## src/hw/rtl/ptds_pkg.sv

```systemverilog
package ptds_pkg;

  typedef enum logic [1:0] {
    ST_IDLE,
    ST_CHECK,
    ST_DIV,
    ST_FINISH
  } state_e;

endpackage

```

## src/hw/rtl/prime_trial_division_scan_unit.sv

```systemverilog
// Channel  | Handshake                | Fields
// input    | in_valid_i / in_stall_o  | value_i, last_item_i
// output   | out_valid_o / out_stall_i| prime_flag_o, any_prime_o, last_result_o
//
// One beat at a time; in_stall_o is high from acceptance until the result
// moves into the output register. Negative values, 0, 1 and 2 go straight
// to ST_FINISH. Otherwise each trial divisor takes one bound check in ST_CHECK
// plus one remainder bit per cycle in ST_DIV, with divisors tried from 2 up
// to sqrt(value) in the worst case. A stalled output holds the finished result and
// delays the handoff only. rst_ni clears the FSM, valid and the array flag.
module prime_trial_division_scan_unit #(
  parameter int VALUE_WIDTH = 32
) (
  input  logic                          clk_i,
  input  logic                          rst_ni,
  input  logic                          in_valid_i,
  output logic                          in_stall_o,
  input  logic signed [VALUE_WIDTH-1:0] value_i,
  input  logic                          last_item_i,
  output logic                          out_valid_o,
  input  logic                          out_stall_i,
  output logic                          prime_flag_o,
  output logic                          any_prime_o,
  output logic                          last_result_o
);

  localparam int W  = VALUE_WIDTH;
  localparam int CW = $clog2(VALUE_WIDTH);

  ptds_pkg::state_e state_q, state_d;

  logic [W-1:0]  v_q, v_d;
  logic [W-1:0]  vsh_q, vsh_d;
  logic [W-1:0]  div_q, div_d;
  logic [W:0]    sq_q, sq_d;
  logic [W-1:0]  rem_q, rem_d;
  logic [CW-1:0] cnt_q, cnt_d;
  logic          prime_q, prime_d;
  logic          last_q, last_d;

  logic out_valid_q, out_valid_d;
  logic prime_flag_q, prime_flag_d;
  logic any_prime_q, any_prime_d;
  logic last_res_q, last_res_d;
  logic seen_q, seen_d;

  logic [W:0] rem_sh;
  logic [W:0] rem_sub;
  logic       in_acc;
  logic       out_acc;

  assign in_acc  = in_valid_i && !in_stall_o;
  assign out_acc = out_valid_q && !out_stall_i;
  assign rem_sh  = {rem_q, vsh_q[W-1]};
  assign rem_sub = rem_sh - {1'b0, div_q};

  always_comb begin
    state_d      = state_q;
    v_d          = v_q;
    vsh_d        = vsh_q;
    div_d        = div_q;
    sq_d         = sq_q;
    rem_d        = rem_q;
    cnt_d        = cnt_q;
    prime_d      = prime_q;
    last_d       = last_q;
    out_valid_d  = out_valid_q && !out_acc;
    prime_flag_d = prime_flag_q;
    any_prime_d  = any_prime_q;
    last_res_d   = last_res_q;
    seen_d       = seen_q;
    in_stall_o   = (state_q != ptds_pkg::ST_IDLE);
    unique case (state_q)
      ptds_pkg::ST_IDLE: begin
        if (in_acc) begin
          v_d    = value_i;
          last_d = last_item_i;
          div_d  = W'(2);
          sq_d   = (W+1)'(4);
          priority if (value_i[W-1]) begin
            prime_d = 1'b0;
            state_d = ptds_pkg::ST_FINISH;
          end else if (value_i <= W'(1)) begin
            prime_d = 1'b0;
            state_d = ptds_pkg::ST_FINISH;
          end else if (value_i == W'(2)) begin
            prime_d = 1'b1;
            state_d = ptds_pkg::ST_FINISH;
          end else begin
            state_d = ptds_pkg::ST_CHECK;
          end
        end
      end
      ptds_pkg::ST_CHECK: begin
        if (sq_q > {1'b0, v_q}) begin
          prime_d = 1'b1;
          state_d = ptds_pkg::ST_FINISH;
        end else begin
          vsh_d   = v_q;
          rem_d   = '0;
          cnt_d   = CW'(W - 1);
          state_d = ptds_pkg::ST_DIV;
        end
      end
      ptds_pkg::ST_DIV: begin
        vsh_d = {vsh_q[W-2:0], 1'b0};
        rem_d = rem_sub[W] ? rem_sh[W-1:0] : rem_sub[W-1:0];
        cnt_d = cnt_q - CW'(1);
        if (cnt_q == '0) begin
          if (rem_d == '0) begin
            prime_d = 1'b0;
            state_d = ptds_pkg::ST_FINISH;
          end else begin
            sq_d    = sq_q + {div_q, 1'b0} + (W+1)'(1);
            div_d   = div_q + W'(1);
            state_d = ptds_pkg::ST_CHECK;
          end
        end
      end
      ptds_pkg::ST_FINISH: begin
        if (!out_valid_q || out_acc) begin
          out_valid_d  = 1'b1;
          prime_flag_d = prime_q;
          any_prime_d  = seen_q || prime_q;
          last_res_d   = last_q;
          seen_d       = last_q ? 1'b0 : (seen_q || prime_q);
          state_d      = ptds_pkg::ST_IDLE;
        end
      end
      default: state_d = ptds_pkg::ST_IDLE;
    endcase
  end

  always_ff @(posedge clk_i or negedge rst_ni) begin
    if (!rst_ni) begin
      state_q     <= ptds_pkg::ST_IDLE;
      out_valid_q <= 1'b0;
      seen_q      <= 1'b0;
    end else begin
      state_q     <= state_d;
      out_valid_q <= out_valid_d;
      seen_q      <= seen_d;
    end
  end

  always_ff @(posedge clk_i) begin
    v_q          <= v_d;
    vsh_q        <= vsh_d;
    div_q        <= div_d;
    sq_q         <= sq_d;
    rem_q        <= rem_d;
    cnt_q        <= cnt_d;
    prime_q      <= prime_d;
    last_q       <= last_d;
    prime_flag_q <= prime_flag_d;
    any_prime_q  <= any_prime_d;
    last_res_q   <= last_res_d;
  end

  assign out_valid_o   = out_valid_q;
  assign prime_flag_o  = prime_flag_q;
  assign any_prime_o   = any_prime_q;
  assign last_result_o = last_res_q;

endmodule

```

## config.mk

```make
export PLATFORM = sky130hd
export DESIGN_NAME = prime_trial_division_scan_unit
export DESIGN_NICKNAME = d
export VERILOG_FILES = /design/src/hw/rtl/ptds_pkg.sv /design/src/hw/rtl/prime_trial_division_scan_unit.sv
export SDC_FILE = /design/constraint.sdc
export NUM_CORES = 1
export LEC_CHECK = 0
export BUFFER_PORTS_ARGS = -buffer_cell sky130_fd_sc_hd__buf_2
export CORE_ASPECT_RATIO = 0.8
export CORE_UTILIZATION = 55
export DETAILED_ROUTE_END_ITERATION = 6
export GPL_TIMING_DRIVEN = 0
export HOLD_SLACK_MARGIN = 0.06
export PLACE_DENSITY = 0.74
export SYNTH_ARGS = -nofsm -noshare
export SYNTH_HDL_FRONTEND = slang
export SYNTH_SLANG_ARGS = --single-unit
```

## constraint.sdc

```tcl
create_clock -name clk_i -period 11.8 [get_ports clk_i]
set_input_delay 0.59 -clock clk_i [delete_from_list [all_inputs] [get_ports clk_i]]
set_output_delay 0.59 -clock clk_i [all_outputs]
set_load 0.01 [all_outputs]
```

==> results.cfg <==
[run_status]
status = complete, no violations

[synthesis]
ys_seq_elements = 175
synth_top_family_by_area = simple AND/OR/NAND/NOR gates
synthCells = 1188
synth-seq-area-share_pct = 45.0
synthTopCellsByCount = 171 x edfxtp_1, 133 x nor2_1, 106 x nand2_1
yosysUniqueCellTypes = 68
yosysTopAreaCellShare_pct = 44.1
yosys.area_share.simple_pct = 16.1
mappedNetlistArea_um2 = 11600
yosys.area_share.xor_xnor_pct = 5.72
synthTopCellsByArea = edfxtp_1 44%, ha_1 11%, nor2_1 4.3%
yosysWarnings = 0
async_flop_share_pct = 2.29
synth-edff-count = 171
yosys.area.top_type = edfxtp_1
synth_compound_area_share_pct = 15.1
synth.avg_cell_area_um2 = 9.80
syn_nets = 1328
synth_top_flop_cell = edfxtp_1
synthAdderAreaFrac_pct = 11.2
yosys.cell_count.top_type = edfxtp_1
synthMuxAreaShare_pct = 2.59

[setup_path]
crit_type = reg2reg
crit_top_cell = buf_8
critPathCaptureType = flip-flop
path_buf_inv = 5
cp_cell_sequence = inv_1, ha_1, a21o_1, or3_1, o22a_2, o21a_1, buf_6, o311a_1, or4_1, a2111oi_0, and4bb_1, a31oi_1, nor2_1, o31ai_4, buf_8, buf_8, buf_8
worst_ep_arrival_time_ns = 5.49
cp_data_required_time_ns = 12.00
slowest_delay_ns = 0.63
cpLargestDelayFamily = compound AO/OA/AOI/OAI gates
crit_slowest_cell = or4_1
critPathMaxFanout = 15
cp-start-kind = flip-flop

[clocking]
max-clock-path-buffers = 2
clk_pin_slew_ns = 0.07
cts_tree = yes
post_cts_resize_count = 0
cts-root-buf = clkbuf_16
cts_inserted_buffers = 17
cts_sinks = 175
clock_latency_ns = 0.44
h-tree-depth = 4

[timing]
worst_slew_pin_slew_ns = 0.920
slew_violations = 0
post-route-period-util_pct = 44.9
fmax_ghz = 0.189
fin_skew_ns = 0.0145
setup_viol = 0
tns_ns = 0
max_slew_margin_pct = 38.3
grt_setup_unrepaired = no
period_minus_slack_ns = 5.29
hold_viol = 0
hold_ws_ns = 0.329

[placed_design]
dp_hpwl_um = 21900
post_dp_cell_area_um2 = 12300
globalplace.congestion = 0.946
io_buffers = 41

[power]
power.total_mw = 3.62
leakage_nw = 5.27
ir_drop_mv = 0.143
p_per_area_nw_per_um2 = 280

[layout]
area_growth_pct = 11.1
multi_input_area_um2 = 5940
drive_gt1_share_pct = 7.64
n_antenna_cell = 0
seq_area_um2 = 5240
final_area_um2 = 12900
fillers = 1663
final_nets = 1396
final_util_pct = 62.5

[global_routing]
antenna_found_initial = 0
gr-total-overflow = 0
grt_max_degree = 34
first_global_vias = 8706
grt_first_pass_wirelength_um = 45200
grt_util_all_layers_pct = 27.0

[hold_path]
hold_path.class = in2reg

[route]
remaining_drc_errors = 0
firstDrtPassIters = 5
wl_um = 28500
ant_nets = 0
vias_per_cell = 6.05
num_vias = 9311
drt_iter0_drc = 892
avgRoutedWirePerCell_um = 18.6

[floorplanning]
core_area_um2 = 20700
initial_core_util_pct = 56.2
io_pins = 42
die_h_um = 132
die_w_um = 165
die-area_um2 = 21700
num_rows = 47

[run]
drv_cap = 0
## stage by stage
| step | instances | worst slack, ns |
|---|---|---|
| 3_3_place_gp | 1498 | 0.526 |
| 4_1_cts | 1538 | 6.58 |
| 6_report | 1538 | 6.51 |
| 2_1_floorplan | 1188 | 3.44 |
| 3_5_place_dp | 1505 | 6.60 |
| 5_1_grt | 1538 | 6.33 |
## layout by cell type, fill, tap and decap left out, drive strengths merged, types with 4 or more instances in the layout
| master | count |
|---|---|
| a2111oi | 5 |
| a21o | 39 |
| a21oi | 69 |
| a31oi | 9 |
| and2 | 14 |
| and3 | 9 |
| and4 | 5 |
| buf | 53 |
| clkbuf | 49 |
| clkinv | 5 |
| dfrtp | 4 |
| edfxtp | 171 |
| ha | 101 |
| inv | 98 |
| mux2i | 29 |
| nand2 | 106 |
| nand2b | 15 |
| nand3 | 23 |
| nand4 | 18 |
| nor2 | 133 |
| nor2b | 10 |
| nor3 | 29 |
| nor4 | 16 |
| o211ai | 4 |
| o21a | 14 |
| o21ai | 80 |
| o21bai | 11 |
| o31ai | 7 |
| or3 | 10 |
| or4 | 5 |
| xnor2 | 55 |
| xor2 | 21 |
## final cells by class
type	count	area share, %
inverters	91	2.64
well taps	269	2.60
clock buffers	17	3.29
clock inverters	15	1.14
repair buffers	49	2.77
multi-input cells	885	45.9
flip-flops and latches	175	40.5
plain buffers	37	1.17
## power by group
group,internal (mW),switching [mW],total [mW]
Clock,0.280,0.274,0.554
Sequential,0.995,0.134,1.13
Combinational,0.743,1.19,1.93
Total,2.02,1.60,3.62
## registers in the layout, indices dropped and copies added (netlist names)
| signal | flops |
|---|---|
| last_q | 1 |
| prime_q | 1 |
| out_valid_o | 1 |
| sq_q | 33 |
| vsh_q | 32 |
| prime_flag_o | 1 |
| v_q | 32 |
| div_q | 32 |
| any_prime_o | 1 |
| seen_q | 1 |
| cnt_q | 5 |
| last_result_o | 1 |
| state_q | 2 |
| rem_q | 32 |
## cell families (layout without fill, tap and decap cells)
kind of cell | count (synthesis) | after routing
XOR/XNOR | 76 | 76
flip-flops | 175 | 175
multiplexers | 30 | 30
adder cells (fa/ha/maj) | 103 | 103
AO/OA/AOI/OAI | 276 | 276
AND/OR/NAND/NOR | 400 | 400
buffers and inverters | 128 | 209
## path summary, 6_finish.rpt
| kind | start | end | slack [ns] | cells after the start |
|---|---|---|---|---|
| hold reg to reg | prime_q | prime_flag_o | 0.47 | 0 |
| min in group asynchronous | rst_ni | seen_q | 0.49 | 2 |
| setup / recovery | div_q[5] | div_q[29] | 6.51 | 17 |
| setup reg to reg | div_q[5] | div_q[29] | 6.51 | 17 |
| hold / removal | last_item_i | last_q | 0.33 | 1 |
| max in group asynchronous | rst_ni | state_q[1] | 11.19 | 2 |
## repair_timing
| item | 4_1_cts | 5_1_grt |
|---|---|---|
| buffers inserted | 0 | 0 |
| hold buffers | 1 | 0 |
| endpoints found under the hold margin | 4 | 0 |
## worst reg2reg max path, stage by stage (launching register included)
cell and delay [ns]:
edfxtp_1 0.44, inv_1 0.11, ha_1 0.36, a21o_1 0.21
or3_1 0.31, o22a_2 0.28, o21a_1 0.21, buf_6 0.14
o311a_1 0.35, or4_1 0.63, a2111oi_0 0.55, and4bb_1 0.26
a31oi_1 0.19, nor2_1 0.28, o31ai_4 0.19, buf_8 0.21
buf_8 0.16, buf_8 0.16
## routing by layer
layer | share of wire (%) | vias to the layer above | global-route usage, %
li1 | - | 4473 | -
met1 | 46 | 4479 | 40.2
met2 | 44 | 341 | 40.1
met3 | 8.6 | 18 | 6.04
met4 | 0.79 | 0 | 5.61
met5 | 0 | - | 0
Note: power is estimated with default switching activity, not from simulation.
